**config.mk**
```make
export PLATFORM = sky130hd
export DESIGN_NAME = sebd_apb_regs
export DESIGN_NICKNAME = d
export VERILOG_FILES = /design/src/rtl/sebd_pkg.sv /design/src/rtl/sebd_apb_regs.sv
export SDC_FILE = /design/constraint.sdc
export NUM_CORES = 1
export LEC_CHECK = 0
export BUFFER_PORTS_ARGS = -buffer_cell sky130_fd_sc_hd__buf_2
export CORE_ASPECT_RATIO = 0.7
export CORE_MARGIN = 4
export CORE_UTILIZATION = 45
export DETAILED_ROUTE_END_ITERATION = 10
export GPL_TIMING_DRIVEN = 0
export PLACE_DENSITY = 0.87
export SLEW_MARGIN = 20
export SYNTH_ARGS = -nofsm -noshare
export SYNTH_HDL_FRONTEND = slang
export SYNTH_SLANG_ARGS = --single-unit
```
**constraint.sdc**
```tcl
create_clock -name aclk -period 2.2 [get_ports aclk]
set_input_delay 0.11 -clock aclk [delete_from_list [all_inputs] [get_ports aclk]]
set_output_delay 0.11 -clock aclk [all_outputs]
set_load 0.01 [all_outputs]
```
**src/rtl/sebd_pkg.sv**
```systemverilog
`default_nettype none
package sebd_pkg;

    localparam int VALUE_W   = 24;
    localparam int LEVEL_W   = 17;
    localparam int CFG_W     = 16;
    localparam int APB_AW    = 3;
    localparam int APB_DW    = 32;
    localparam int DIV_STEPS = VALUE_W;

    localparam int BUCKET_COUNT_DEFAULT  = 8;
    localparam int HISTORY_DEPTH_DEFAULT = 64;

    localparam logic [CFG_W-1:0]   SENSITIVITY_RESET = 16'd4096;
    localparam logic [CFG_W-1:0]   QUIET_FLOOR_RESET = 16'd66;
    localparam logic [LEVEL_W-1:0] ENVELOPE_ONE      = 17'h10000;
    localparam logic [VALUE_W-1:0] VALUE_MAX         = 24'hFFFFFF;

    localparam logic FUNC_HEADER = 1'b0;
    localparam logic FUNC_BIN    = 1'b1;

    localparam logic REG_SENSITIVITY = 1'b0;
    localparam logic REG_QUIET_FLOOR = 1'b1;

    typedef struct packed {
        logic               func;
        logic [VALUE_W-1:0] value;
    } in_word_t;

    typedef struct packed {
        logic [LEVEL_W-1:0] beat_level;
        logic               onset;
        logic               quiet;
    } out_word_t;

    typedef struct packed {
        logic [CFG_W-1:0] sensitivity;
        logic [CFG_W-1:0] quiet_floor;
    } cfg_t;

    typedef enum logic [2:0] {
        S_CLEAR,
        S_IDLE,
        S_DIV,
        S_READ,
        S_UPDATE,
        S_EMIT
    } state_t;

endpackage
`default_nettype wire

```
**src/rtl/sebd_apb_regs.sv**
```systemverilog
`default_nettype none
module sebd_apb_regs
    import sebd_pkg::*;
(
    input  wire logic              aclk,
    input  wire logic              aresetn,
    input  wire logic              psel,
    input  wire logic              penable,
    input  wire logic              pwrite,
    input  wire logic [APB_AW-1:0] paddr,
    input  wire logic [APB_DW-1:0] pwdata,
    output logic      [APB_DW-1:0] prdata,
    output logic                   pready,
    output cfg_t                   cfg
);

    cfg_t cfg_reg;
    cfg_t cfg_next;
    logic wr_en;

    assign pready = 1'b1;
    assign wr_en  = psel && penable && pwrite;
    assign cfg    = cfg_reg;

    always_comb begin
        cfg_next = cfg_reg;
        if (wr_en) begin
            unique case (paddr[2])
                REG_SENSITIVITY: cfg_next.sensitivity = pwdata[CFG_W-1:0];
                REG_QUIET_FLOOR: cfg_next.quiet_floor = pwdata[CFG_W-1:0];
                default:         cfg_next = cfg_reg;
            endcase
        end
    end

    always_comb begin
        unique case (paddr[2])
            REG_SENSITIVITY: prdata = APB_DW'(cfg_reg.sensitivity);
            REG_QUIET_FLOOR: prdata = APB_DW'(cfg_reg.quiet_floor);
            default:         prdata = '0;
        endcase
    end

    always_ff @(posedge aclk) begin
        if (!aresetn) begin
            cfg_reg.sensitivity <= SENSITIVITY_RESET;
            cfg_reg.quiet_floor <= QUIET_FLOOR_RESET;
        end else begin
            cfg_reg <= cfg_next;
        end
    end

endmodule
`default_nettype wire

```
==> impl_metrics.ini <==
[setup_path]
critPathBufInv = 3
cpMostUsedCell = buf_2
worstPathMaxFanout = 10
critical_path.cell_chain = buf_6, buf_2, mux2_2, buf_2
worst-path-stages = 4
critical_path.max_stage_delay_ns = 0.37
reg2regPathDepth = 2
cp_slowest_cell = mux2_2
worst_ep_required_time_ns = 2.09
crit_family = buffers and inverters
arrival_ns = 1.04
path_class = input port to output port
cp-start-kind = input port
endpoint_kind = output port

[global_routing]
antenna_found_initial = 0
grt_remaining_overflow = 0
grtUsageTotal_pct = 17.3
grt_pass1_vias = 1309
grt_pass1_wl_um = 6260
grt_max_degree = 11

[layout]
n_antenna_cell = 0
largest_reg_flops = 32
nNetsFinal = 293
multi_input_area_sq_um = 802
syn2layout_area_growth_pct = 34.0
layout-drive-gt1-share_pct = 44.1
fillCellCount = 313
post-route-util_pct = 65.0
seq_area_sq_um = 641

[pwr]
p_per_area_nw_per_um2 = 576
max-vdd-ir-drop_mv = 0.273
power.leakage_nw = 1.11

[cts]
cts_hold_buf = 0
cts_buffer_depth = 2
cts-root-buf = clkbuf_8
post_cts_resized = 0
clkSlewWorstSetupHoldPaths_ns = 0.06
cts_setup_buffers = 0
clock-sinks = 32
worstSkewPairLatency_ns = 0.27
cts_buffers = 5
htreeDepth = 2
tritoncts = built

[timing]
finalHoldViolCount = 0
finalCritPeriodShare_pct = 52.2
setup_violations = 0
rsz0062_at_grt = no
whs_ns = 0.0908
period_needed_ns = 1.15
drv_slew = 0
fmax_ghz = 0.871
final.setup.tns_ns = 0
finClkSkew_ns = 0

[synthesis]
synth-seq-area-share_pct = 40.3
ys_seq_elements = 32
avgSynthCellArea_sq_um = 9.69
netlist_instances = 164
ys_warn_count = 0
synth.distinct_cells = 14
yosysTopAreaCellShare_pct = 40.3
synthesis.area_sq_um = 1590
ys_top_cells_by_area = dfxtp_1 40%, mux2i_1 20%, mux2_2 11%
yosys.area.top_type = dfxtp_1

[routing]
via_per_inst = 4.48
detail_route.wl_per_cell_um = 12.9
totalWireLength_um = 3890
firstDrtPassIters = 4
antenna_left = 0
via_count = 1348
drtIter0Drc = 38
route.detailed.drc = 0

[place]
hpwl_um = 3040
io_buffers = 67
finalWeightedCongestion = 0.770

[floorplanning]
die_x_um = 79.0
ios = 105
dieArea_sq_um = 4560
die_h_um = 57.7
core.rowCount = 17
start_util_pct = 48.5
core_area_sq_um = 3280

[run]
maxCapViolCount = 0

[worst_hold_path]
holdPathStages = 3
hold_class = input port to flop

[status]
status = complete, no violations
==> power breakdown <==
| group | internal [mW] | switching, mW | total, mW |
|---|---|---|---|
| clock network | 0.255 | 0.200 | 0.455 |
| registers | 0.592 | 0.00936 | 0.602 |
| logic | 0.0821 | 0.0886 | 0.171 |
| total | 0.929 | 0.298 | 1.23 |
==> layout make-up <==
type	count	area share, %
multi-input combinational	119	37.7
sequential	32	30.1
timing repair buffer	67	15.7
buffer	28	9.52
clock buffer	8	4.23
tap	47	2.76
==> layout by cell type (no fill, tap or decap) <==
cell,instances
buf_2,69
nand2_1,45
mux2i_1,32
dfxtp_1,32
buf_4,17
conb_1,17
mux2_2,16
clkbuf_1,8
nor2b_1,6
clkbuf_8,6
buf_6,2
and4b_1,1
buf_12,1
and4_1,1
nand4_2,1
==> routing by layer <==
metal / GRT usage (%) / vias to the layer above / wire length (um)
met2: 29.3 / 44 / 1840
met4: 5.15 / 0 / 25
met5: 0 / - / 0
met1: 21.4 / 617 / 1800
li1: - / 682 / -
met3: 5.12 / 5 / 229
==> logic make-up (layout without fill, tap and decap cells) <==
logic type | after synthesis | in the layout | share of synthesized area, %
simple gates | 54 | 54 | 15.0
other cells | 2 | 17 | 0.473
flops | 32 | 32 | 40.3
buf+inv | 28 | 103 | 12.8
mux | 48 | 48 | 31.5
==> cells in the mapped netlist, drive strengths merged <==
library cell	n
nand2	45
dfxtp	32
mux2i	32
buf	22
mux2	16
clkbuf	6
nor2b	6
conb	2
and4	1
and4b	1
nand4	1
==> final timing paths <==
kind,start,end,slack [ns]
setup / recovery,paddr[2],prdata[4],1.05
hold / removal,pwdata[12],cfg[12]$_SDFFE_PN0P_,0.09
setup reg to reg,cfg[28]$_SDFFE_PN1P_,cfg[28]$_SDFFE_PN1P_,1.52
hold reg to reg,cfg[11]$_SDFFE_PN0P_,cfg[11]$_SDFFE_PN0P_,0.47
==> per-stage QoR <==
stage	worst slack, ns	total power [mW]	std cells	area [sq um]
finish	1.05	1.23	301	2130
CTS	1.04	1.23	301	2130
detailed placement	1.04	0.785	293	2040
floorplan	1.22	0.728	179	1650
global placement	1.05	0.782	293	2040
global route	1.02	1.29	301	2130
==> worst reg2reg max path, stage by stage (launching register included) <==
cell	delay, ns
dfxtp_1	0.33
nor2b_1	0.14
mux2i_1	0.09
Note: power is estimated with default switching activity, not from simulation.
