==> src/rtl/sebd_pkg.sv <==
`default_nettype none
package sebd_pkg;

    localparam int VALUE_W   = 24;
    localparam int LEVEL_W   = 17;
    localparam int CFG_W     = 16;
    localparam int APB_AW    = 3;
    localparam int APB_DW    = 32;
    localparam int DIV_STEPS = VALUE_W;

    localparam int BUCKET_COUNT_DEFAULT  = 8;
    localparam int HISTORY_DEPTH_DEFAULT = 64;

    localparam logic [CFG_W-1:0]   SENSITIVITY_RESET = 16'd4096;
    localparam logic [CFG_W-1:0]   QUIET_FLOOR_RESET = 16'd66;
    localparam logic [LEVEL_W-1:0] ENVELOPE_ONE      = 17'h10000;
    localparam logic [VALUE_W-1:0] VALUE_MAX         = 24'hFFFFFF;

    localparam logic FUNC_HEADER = 1'b0;
    localparam logic FUNC_BIN    = 1'b1;

    localparam logic REG_SENSITIVITY = 1'b0;
    localparam logic REG_QUIET_FLOOR = 1'b1;

    typedef struct packed {
        logic               func;
        logic [VALUE_W-1:0] value;
    } in_word_t;

    typedef struct packed {
        logic [LEVEL_W-1:0] beat_level;
        logic               onset;
        logic               quiet;
    } out_word_t;

    typedef struct packed {
        logic [CFG_W-1:0] sensitivity;
        logic [CFG_W-1:0] quiet_floor;
    } cfg_t;

    typedef enum logic [2:0] {
        S_CLEAR,
        S_IDLE,
        S_DIV,
        S_READ,
        S_UPDATE,
        S_EMIT
    } state_t;

endpackage
`default_nettype wire

==> src/rtl/sebd_divider.sv <==
`default_nettype none
module sebd_divider
    import sebd_pkg::*;
#(
    parameter int DIV_W = 4
) (
    input  wire logic               aclk,
    input  wire logic               aresetn,
    input  wire logic               start,
    input  wire logic [VALUE_W-1:0] dividend,
    input  wire logic [DIV_W-1:0]   divisor,
    output logic                    done,
    output logic      [VALUE_W-1:0] quotient
);

    localparam int CNT_W = $clog2(DIV_STEPS);

    logic               active_reg, active_next;
    logic               done_reg, done_next;
    logic [CNT_W-1:0]   cnt_reg, cnt_next;
    logic [VALUE_W-1:0] quo_reg, quo_next;
    logic [DIV_W-1:0]   rem_reg, rem_next;
    logic [DIV_W-1:0]   div_reg, div_next;
    logic [DIV_W:0]     rem_shift;
    logic               fits;

    assign rem_shift = {rem_reg, quo_reg[VALUE_W-1]};
    assign fits      = rem_shift >= {1'b0, div_reg};
    assign done      = done_reg;
    assign quotient  = quo_reg;

    always_comb begin
        active_next = active_reg;
        done_next   = 1'b0;
        cnt_next    = cnt_reg;
        quo_next    = quo_reg;
        rem_next    = rem_reg;
        div_next    = div_reg;
        if (start) begin
            active_next = 1'b1;
            cnt_next    = CNT_W'(DIV_STEPS - 1);
            quo_next    = dividend;
            rem_next    = '0;
            div_next    = divisor;
        end else if (active_reg) begin
            quo_next = {quo_reg[VALUE_W-2:0], fits};
            rem_next = fits ? DIV_W'(rem_shift - {1'b0, div_reg}) : rem_shift[DIV_W-1:0];
            cnt_next = cnt_reg - CNT_W'(1);
            if (cnt_reg == '0) begin
                active_next = 1'b0;
                done_next   = 1'b1;
            end
        end
    end

    always_ff @(posedge aclk) begin
        if (!aresetn) begin
            active_reg <= 1'b0;
            done_reg   <= 1'b0;
            cnt_reg    <= '0;
        end else begin
            active_reg <= active_next;
            done_reg   <= done_next;
            cnt_reg    <= cnt_next;
        end
    end

    always_ff @(posedge aclk) begin
        quo_reg <= quo_next;
        rem_reg <= rem_next;
        div_reg <= div_next;
    end

endmodule
`default_nettype wire

==> config.mk <==
export PLATFORM = sky130hd
export DESIGN_NAME = sebd_divider
export DESIGN_NICKNAME = d
export VERILOG_FILES = /design/src/rtl/sebd_pkg.sv /design/src/rtl/sebd_divider.sv
export SDC_FILE = /design/constraint.sdc
export NUM_CORES = 1
export LEC_CHECK = 0
export BUFFER_PORTS_ARGS = -buffer_cell sky130_fd_sc_hd__buf_2
export CORE_ASPECT_RATIO = 0.6
export CORE_MARGIN = 1
export CORE_UTILIZATION = 56
export CTS_BUF_LIST = sky130_fd_sc_hd__clkbuf_8
export CTS_CLUSTER_SIZE = 14
export DETAILED_ROUTE_END_ITERATION = 10
export PLACE_DENSITY = 0.86
export SYNTH_ARGS = -nofsm -noshare
export SYNTH_HDL_FRONTEND = slang
export SYNTH_SLANG_ARGS = --single-unit
==> constraint.sdc <==
create_clock -name aclk -period 4.5 [get_ports aclk]
set_input_delay 0.675 -clock aclk [delete_from_list [all_inputs] [get_ports aclk]]
set_output_delay 0.675 -clock aclk [all_outputs]
set_load 0.05 [all_outputs]
==> flow_metrics.tcl, run 1 <==
set metrics [dict create \
    final_net_count 223 \
    status "finished clean" \
    yosysUniqueCellTypes 37 \
    endpoint_kind "flip-flop" \
    cts_tree "built" \
    clock_latency_ns 0.28 \
    die_x_um 74.8 \
    p_int_uw 608 \
    path_clk_slew_ns 0.07 \
    critPathLaunchType "input pin" \
    hp-class "flip-flop to flip-flop" \
    clockBufferDepth 2 \
    powerDensity_nw_per_um2 410 \
    wl_per_cell_um 14.4 \
    antenna_cells 0 \
    pwr-share-seq 0.508 \
    crit_slowest_cell "inv_1" \
    combPwrFrac 0.252 \
    swShare 0.317 \
    max_slew_margin 0.407 \
    worst_hold_slack_ns 0.509 \
    ant_nets 0 \
    die-area_um2 3420 \
    required_ns 4.41 \
    fp.dieH_um 45.7 \
    setup_tns_ns 0 \
    drc 0 \
    yosysSeqAreaShare 0.595 \
    grt.total_usage 0.213 \
    dr_total_vias 1206 \
    num_rows 15 \
    grt_pass1_vias 1186 \
    io_pins 56 \
    fmax_mhz 443 \
    largest_reg_flops 24 \
    irDropWorstVdd_mv 0.227 \
    syn2layout_area_growth_pct 21.6 \
    pwr-share-clk 0.240 \
    cts_htree_levels 2 \
    place_congestion 0.860 \
    most-common-layout-cells "55 x buf_2, 28 x edfxtp_1, 24 x mux2_2" \
    post-route-period-util 0.501 \
    path_buf_inv 2 \
    hold_buffers 0 \
    setup_viol 0 \
    antenna_found_initial 0 \
    synth_fp_nets 166 \
    grt_pass1_wl_mm 5.09 \
    ys_ff_latch 39 \
    core_um2 2950 \
    worst_pin_slew_ns 0.888 \
    maxCapViolations 0 \
    fin_skew_ns 0.00421 \
    arrival_ns 2.17 \
    finalHoldViolations 0 \
    wl_mm 3.31 \
    synth_area_um2 1780 \
    yosys_warnings 0 \
    port_buffers 55 \
    avgSynthCellArea_um2 13.8 \
    synthCells 129 \
    cts_resized 0 \
    vias_per_cell 5.27 \
    first_pass_iters 4 \
    drive_above_1_share 0.487 \
    maxSlewViolCount 0 \
    path_max_fanout 37 \
    period_minus_slack_ns 2.26 \
    critPathMaxStageDelay_ns 0.71 \
    cts_buffers 5 \
    hpwlAfterDp_mm 2.46 \
    path_cells "buf_2, nor2_1, inv_1" \
    start_util 0.605 \
    drtIter0Drc 39 \
    regToRegSetupSlack_ns 2.69 \
    rsz0062_at_grt "false" \
    grt.overflow.total 0 \
    grt_max_degree 38 \
    cp_top_family "buffers and inverters" \
    power_leakage_nw 0.916 \
    cts_root_buf "clkbuf_8" \
    postCtsSetupRepairBufs 0 \
    criticalPathCategory "input pin to flip-flop" \
    cts.sinks 39 \
    final_common_cell "buf_2" \
    p_sw_uw 282 \
]
[final cells by class]
| type | count | area (µm²) |
|---|---|---|
| Timing Repair Buffer | 55 | 275 |
| Clock inverter | 3 | 12.5 |
| Inverter | 8 | 30.0 |
| Sequential cell | 39 | 1060 |
| Fill cell | 190 | 778 |
| Clock buffer | 5 | 68.8 |
| Tap cell | 42 | 52.6 |
| Multi-Input combinational cell | 77 | 668 |
[layer usage]
layer  track usage  wire, µm
met1         0.243      1410
met3        0.0619       149
met4        0.0906        55
met5             0         0
met2         0.380      1690
[kinds of logic after synthesis]
group | after synthesis | share of synthesized area
mux | 24 | 0.152
xor+xnor | 5 | 0.0246
buf+inv | 13 | 0.0302
flops | 39 | 0.595
simple gates | 26 | 0.0870
compound gates | 16 | 0.0653
fa+ha+maj | 6 | 0.0463
[through the flow]
step	setup slack, ns	instance area [µm²]	util	cells	power, mW
after CTS	2.24	2170	0.736	229	0.896
after floorplan	2.50	1780	-	129	0.627
after global placement	2.03	2090	0.708	221	0.672
final	2.24	2170	0.736	229	0.890
after global routing	2.10	2170	0.736	229	0.931
after detailed placement	1.94	2090	0.708	221	0.683
[synth_stat cells, drive strengths merged]
library cell / count / area (µm²)
ha: 5 / 62.6
inv: 8 / 30.0
nand4: 1 / 6.26
nand3: 1 / 5.00
nor2: 7 / 36.3
o21ai: 3 / 18.8
nor2b: 2 / 12.5
fa: 1 / 20.0
a21oi: 4 / 23.8
o21a: 4 / 30.0
and2: 1 / 6.26
a32o: 1 / 10.0
dfxtp: 11 / 220
xor2: 1 / 8.76
nor3: 2 / 10.0
or3: 1 / 6.26
nand3b: 1 / 7.51
nor3b: 1 / 7.51
nand2b: 1 / 6.26
clkbuf: 1 / 3.75
a311oi: 1 / 8.76
nor4b: 2 / 23.8
mux2: 24 / 270
nand2: 5 / 21.3
buf: 4 / 20.0
o21bai: 1 / 7.51
a221o: 1 / 10.0
or2: 1 / 6.26
xnor2: 4 / 35.0
o31ai: 1 / 7.51
edfxtp: 28 / 841
[power groups by stage]
stage | registers (mW) | logic, mW | clock network [mW]
after floorplan | 0.539 | 0.0876 | 0
after global placement | 0.456 | 0.217 | 0
after detailed placement | 0.458 | 0.225 | 0
after CTS | 0.451 | 0.226 | 0.220
after global routing | 0.456 | 0.240 | 0.235
final | 0.452 | 0.224 | 0.214
[worst reg2reg max path: stages (launching register included)]
cell and delay (ns):
dfxtp_1 0.56, nor2_1 0.17, inv_1 0.71
[worst paths after layout]
check | depth (start not counted) | end | from
worst max-delay path | 3 | quotient[8]$_DFFE_PP_ | start
worst max register to register | 2 | quotient[8]$_DFFE_PP_ | active_reg$_SDFF_PN0_
worst min register to register | 2 | rem_reg[3]$_SDFFE_PP0P_ | rem_reg[3]$_SDFFE_PP0P_
worst min-delay path | 2 | rem_reg[3]$_SDFFE_PP0P_ | rem_reg[3]$_SDFFE_PP0P_
Power figures use the tool's default switching activity.
==> run 2, diff against run 1 <==
Settings changed: ABC_AREA set to 1, CORE_UTILIZATION 56 to 53, PLACE_DENSITY 0.86 to 0.82.
Clock period 4.5 ns to 2.1 ns, I/O delays scaled along.
==> run 2 against run 1 <==
Effect of this change: sequential power grew 110%; final area up 4.4%; synthesized cell count increased by 50%; utilization down 4.2 points; hold slack worse by 0.31 ns; setup slack got worse by 1.6 ns; critical endpoint is now rem_reg[2]$_SDFFE_PP0P_; die area increased by 7.2%; first-iteration DRC count is 110% higher; sequential share of layout area decreased by 2.1 points; combinational power rose by 130%.
==> flow_metrics.tcl, run 2 <==
set metrics [dict create \
    avgSynthCellArea_um2 9.35 \
    synth.most_common_cell "nand2_1" \
    worst_pin_slew_ns 0.533 \
    synth_commonest_cells "88 x nand2_1, 28 x edfxtp_1, 18 x inv_1" \
    clockBufferDepth 2 \
    fill_cells 248 \
    hold_buffers 0 \
    synth-compound-area-share 0.0400 \
    grt.overflow.total 0 \
    clock_latency_ns 0.29 \
    dr_total_vias 1422 \
    fmax_mhz 683 \
    grt_pass1_wl_mm 5.87 \
    cts_root_buf "clkbuf_8" \
    most-common-layout-cells "88 x nand2_1, 55 x buf_2, 28 x edfxtp_1" \
    endpoint_kind "flip-flop" \
    criticalPathCategory "flip-flop to flip-flop" \
    cts_buffers 5 \
    vias_per_cell 4.77 \
    yosys_warnings 0 \
    port_buffers 55 \
    largest_reg_flops 24 \
    critPathMaxStageDelay_ns 0.39 \
    drive_above_1_share 0.300 \
    cts.sinks 39 \
    wl_mm 3.76 \
    fin_skew_ns 0.00761 \
    ant_nets 0 \
    setup_tns_ns 0 \
    hold_depth 1 \
    num_rows 16 \
    critPathMostFrequentCell "nand2_1" \
    synth-xor-area-share 0.00483 \
    fp.dieH_um 47.3 \
    place_congestion 0.820 \
    synth_area_um2 1810 \
    final_cell_count_no_fill 298 \
    synth_top_family_by_area "simple AND/OR/NAND/NOR gates" \
    rsz0062_at_grt "false" \
    required_ns 2.29 \
    grt_pass1_vias 1175 \
    cp_top_family "adder cells" \
    synth_area_leaders "edfxtp_1 46%, nand2_1 18%, dfxtp_1 12%" \
    status "finished clean" \
    cts_tree "built" \
    drtIter0Drc 82 \
    io_pins 56 \
    postCtsSetupRepairBufs 0 \
    max_slew_margin 0.644 \
    antenna_found_initial 0 \
    critPathLaunchType "flip-flop" \
    yosysUniqueCellTypes 26 \
    finalHoldViolations 0 \
    core_um2 3260 \
    hp-class "input pin to flip-flop" \
    die-area_um2 3670 \
    antenna_cells 0 \
    drc 0 \
    maxCapViolations 0 \
    regArea_um2 1060 \
    path_max_fanout 2 \
    dp.cells 290 \
    synth_mux_area_frac 0 \
    synth_fp_nets 231 \
    route.layer.met1.wl_mm 1.80 \
    wl_met2_mm 1.65 \
    cp.depth 7 \
    synth_fa_ha_area_frac 0.0455 \
    die_x_um 77.5 \
    path_clk_slew_ns 0.08 \
    yosys.area_share.simple 0.268 \
    multi_input_area_um2 649 \
    yosysTopAreaCellShare 0.463 \
    grt.total_usage 0.223 \
    arrival_ns 1.65 \
    synthCells 194 \
    synthArstFlopShare 0 \
    irDropWorstVdd_mv 0.645 \
    synth_edf_count 28 \
    crit_slowest_cell "fa_1" \
    path_buf_inv 1 \
    setup_viol 0 \
    path_cells "inv_1, ha_1, fa_1, xor2_1, nand2_1, nand3_1, nand2_1" \
    cts_htree_levels 2 \
    ys_ff_latch 39 \
    maxUsedRoutingLayer "met4" \
    synthFlopType "edfxtp_1" \
    powerDensity_nw_per_um2 980 \
    final_common_cell "nand2_1" \
    met3_length_um 285 \
    maxSlewViolCount 0 \
    r2r_cells 7 \
    wl_per_cell_um 12.6 \
    final_net_count 289 \
    grt_max_degree 29 \
    first_pass_iters 4 \
    yosysSeqAreaShare 0.585 \
    syn2layout_area_growth_pct 24.8 \
    power_leakage_nw 1.15 \
    cts_resized 0 \
    period_minus_slack_ns 1.46 \
    hpwlAfterDp_mm 2.64 \
    netlist.top_cell.by_area "edfxtp_1" \
    post-route-period-util 0.697 \
    start_util 0.556 \
]
## run 2: final timing paths
kind	from	to	slack, ns
min reg2reg	rem_reg[3]$_SDFFE_PP0P_	rem_reg[3]$_SDFFE_PP0P_	0.47
min	divisor[3]	div_reg[3]$_DFFE_PP_	0.20
max	quotient[23]$_DFFE_PP_	rem_reg[2]$_SDFFE_PP0P_	0.64
max reg2reg	quotient[23]$_DFFE_PP_	rem_reg[2]$_SDFFE_PP0P_	0.64
## run 2: cell type report
class | count | area share
clock buffer | 5 | 0.0304
clock inverter | 3 | 0.0298
inverter | 21 | 0.0348
multi-input combinational | 129 | 0.287
sequential | 39 | 0.469
tap | 45 | 0.0249
timing repair buffer | 56 | 0.125
## run 2: per-stage QoR
step / instance area, µm² / utilization / worst slack, ns / power [mW] / hold slack [ns]
final: 2260 / 0.694 / 0.636 / 2.22 / 0.198
after global routing: 2260 / 0.694 / 0.469 / 2.32 / 0.189
after CTS: 2260 / 0.694 / 0.637 / 2.23 / 0.190
after detailed placement: 2130 / 0.652 / 0.642 / 1.49 / 0.458
after global placement: 2130 / 0.652 / 0.719 / 1.48 / 0.448
after floorplan: 1810 / - / 0.371 / 1.36 / 0.414
## run 2: per-layer routing
metal,vias to the layer above,global-route usage
li1,740,-
met2,47,0.336
met1,632,0.322
met3,3,0.0641
met4,0,0.0566
met5,-,0
## run 2: where the power goes
part           switching (mW)  internal, mW  total (mW)
logic                   0.371         0.141       0.512
clock network           0.267         0.474       0.741
registers              0.0476         0.918       0.966
total                   0.686          1.53        2.22
## run 2: kinds of logic after synthesis
kind of cell    count (synthesis)
simple gates                  112
flops                          39
buf+inv                        26
compound gates                 10
fa+ha+maj                       6
xor+xnor                        1
==> run 3, diff against run 2 <==
Settings changed: CORE_UTILIZATION 53 to 47, PLACE_DENSITY 0.82 to 0.77.
Clock period 2.1 ns to 1.3 ns, I/O delays scaled along.
==> run 3 against run 2 <==
Effect of this change: the run now ends with setup timing left; utilization is 3.2 points lower; total power increased by 52%; first-iteration DRC count is 88% higher; highest routed layer unchanged.
==> flow_metrics.tcl, run 3 (synthesized netlist as in run 2, its figures left out) <==
set metrics [dict create \
    hold-path-endpoint "div_reg[2]$_DFFE_PP_" \
    min-delay-start "divisor[2]" \
    place_congestion 0.838 \
    fill_cells 287 \
    powerDensity_nw_per_um2 1390 \
    most-common-layout-cells "85 x nand2_1, 54 x buf_2, 28 x edfxtp_1" \
    fin_skew_ns 0.00915 \
    drtIter0Drc 154 \
    path_max_fanout 6 \
    final_common_cell "nand2_1" \
    violations "setup timing" \
    start_util 0.493 \
    setup_viol 6 \
    cts_tree "built" \
    dr_total_vias 1536 \
    hpwlAfterDp_mm 2.95 \
    path_cells "inv_1, ha_4, nand2_2, nor2_4, nor2_4, a31oi_1" \
    cts_htree_levels 2 \
    clock_latency_ns 0.29 \
    multi_input_area_um2 728 \
    cp_top_family "flip-flops" \
    grt_pass1_vias 1312 \
    port_buffers 55 \
    largest_reg_flops 24 \
    power_leakage_nw 1.22 \
    r2r_cells 6 \
    critPathLaunchType "flip-flop" \
    first_pass_iters 4 \
    finalHoldViolations 0 \
    irDropWorstVdd_mv 0.771 \
    drc 0 \
    cts_buffers 5 \
    maxSlewViolCount 0 \
    hold_buffers 0 \
    clockBufferDepth 2 \
    postPlaceCellArea_um2 2260 \
    grt.overflow.total 0 \
    crit_slowest_cell "edfxtp_1" \
    required_ns 1.32 \
    hold_depth 1 \
    drive_above_1_share 0.378 \
    finish.utilization 0.662 \
    wl_per_cell_um 13.1 \
    worst_pin_slew_ns 0.329 \
    maxCapViolations 0 \
    timing.final.ws_setup_ns -0.165 \
    vias_per_cell 4.89 \
    grt_pass1_wl_mm 6.31 \
    critPathMaxStageDelay_ns 0.42 \
    path_clk_slew_ns 0.08 \
    antenna_found_initial 0 \
    period_minus_slack_ns 1.46 \
    reg2reg_to "quotient[0]$_DFFE_PP_" \
    num_rows 17 \
    worst_hold_slack_ns 0.0734 \
    fmax_mhz 683 \
    endpoint_kind "flip-flop" \
    antenna_cells 0 \
    path_buf_inv 1 \
    cts.sinks 39 \
    io_pins 56 \
    regArea_um2 1060 \
    critPathMostFrequentCell "nor2_4" \
    core_um2 3680 \
    regToRegSetupSlack_ns -0.16 \
    grt_max_degree 18 \
    arrival_ns 1.48 \
    status "finished, violations left" \
    postLayoutCellArea_um2 2440 \
    die-area_um2 4120 \
    ant_nets 0 \
    syn2layout_area_growth_pct 34.3 \
    final_net_count 303 \
    die_x_um 82.2 \
    wl_mm 4.10 \
    cts_root_buf "clkbuf_8" \
    fp.dieH_um 50.1 \
    post-route-period-util 1.13 \
    reg2reg_from "div_reg[1]$_DFFE_PP_" \
    max_slew_margin 0.780 \
    rsz0062_at_grt "true" \
    criticalPathCategory "flip-flop to flip-flop" \
    hp-class "input pin to flip-flop" \
    grt.total_usage 0.217 \
]
[run 3: how the worst max path moves through the flow]
stage	startpoint	to	slack, ns	depth (start not counted)
2_1_floorplan	quotient[23]$_DFFE_PP_	rem_reg[1]$_SDFFE_PP0P_	-0.36	6
3_3_place_gp	div_reg[2]$_DFFE_PP_	quotient[0]$_DFFE_PP_	-0.08	6
3_5_place_dp	div_reg[2]$_DFFE_PP_	quotient[0]$_DFFE_PP_	-0.12	6
4_1_cts	div_reg[0]$_DFFE_PP_	rem_reg[1]$_SDFFE_PP0P_	-0.1	5
5_1_grt	div_reg[1]$_DFFE_PP_	quotient[0]$_DFFE_PP_	-0.21	6
6_report	div_reg[1]$_DFFE_PP_	quotient[0]$_DFFE_PP_	-0.16	6
[run 3: cell type report]
cell class	instances	share of cell area
clock buffer	6	0.0339
clock inverter	2	0.00308
inverter	21	0.0324
multi-input combinational	129	0.299
sequential	39	0.436
tap	47	0.0241
timing repair buffer	70	0.172
[run 3: layer usage]
| metal | wire length, µm | GRT usage | vias to the layer above | part of all wire |
|---|---|---|---|---|
| met5 | 0 | 0 | - | 0 |
| met4 | 108 | 0.105 | 0 | 0.026 |
| met3 | 317 | 0.0556 | 10 | 0.077 |
| met2 | 1740 | 0.300 | 64 | 0.42 |
| met1 | 1930 | 0.313 | 692 | 0.47 |
| li1 | - | - | 770 | - |
[run 3: report_power, final]
| group | switching, mW | internal [mW] | leakage (nW) |
|---|---|---|---|
| Clock | 0.404 | 0.417 | 0.0500 |
| Combinational | 0.658 | 0.341 | 0.792 |
| Sequential | 0.0777 | 1.48 | 0.375 |
[run 3: metrics by stage]
stage,setup slack (ns),std cells,total power [mW],TNS [ns]
2_1_floorplan,-0.361,194,2.22,-1.40
3_3_place_gp,-0.0803,302,2.47,-0.205
3_5_place_dp,-0.124,302,2.49,-0.409
4_1_cts,-0.0954,310,3.33,-0.309
5_1_grt,-0.206,314,3.57,-0.834
6_report,-0.165,314,3.38,-0.458
[run 3: timing repair]
item	in CTS	in global routing
pin swaps	4	7
gates resized for setup	6	6
gates cloned	0	0
setup endpoints to repair	5	7
buffers inserted	0	4
[run 3: worst register-to-register path, cell delays in order, from the launching register on]
cell and delay, ns:
edfxtp_1 0.42, inv_1 0.12, ha_4 0.21, nand2_2 0.09, nor2_4 0.05, nor2_4 0.15
a31oi_1 0.15
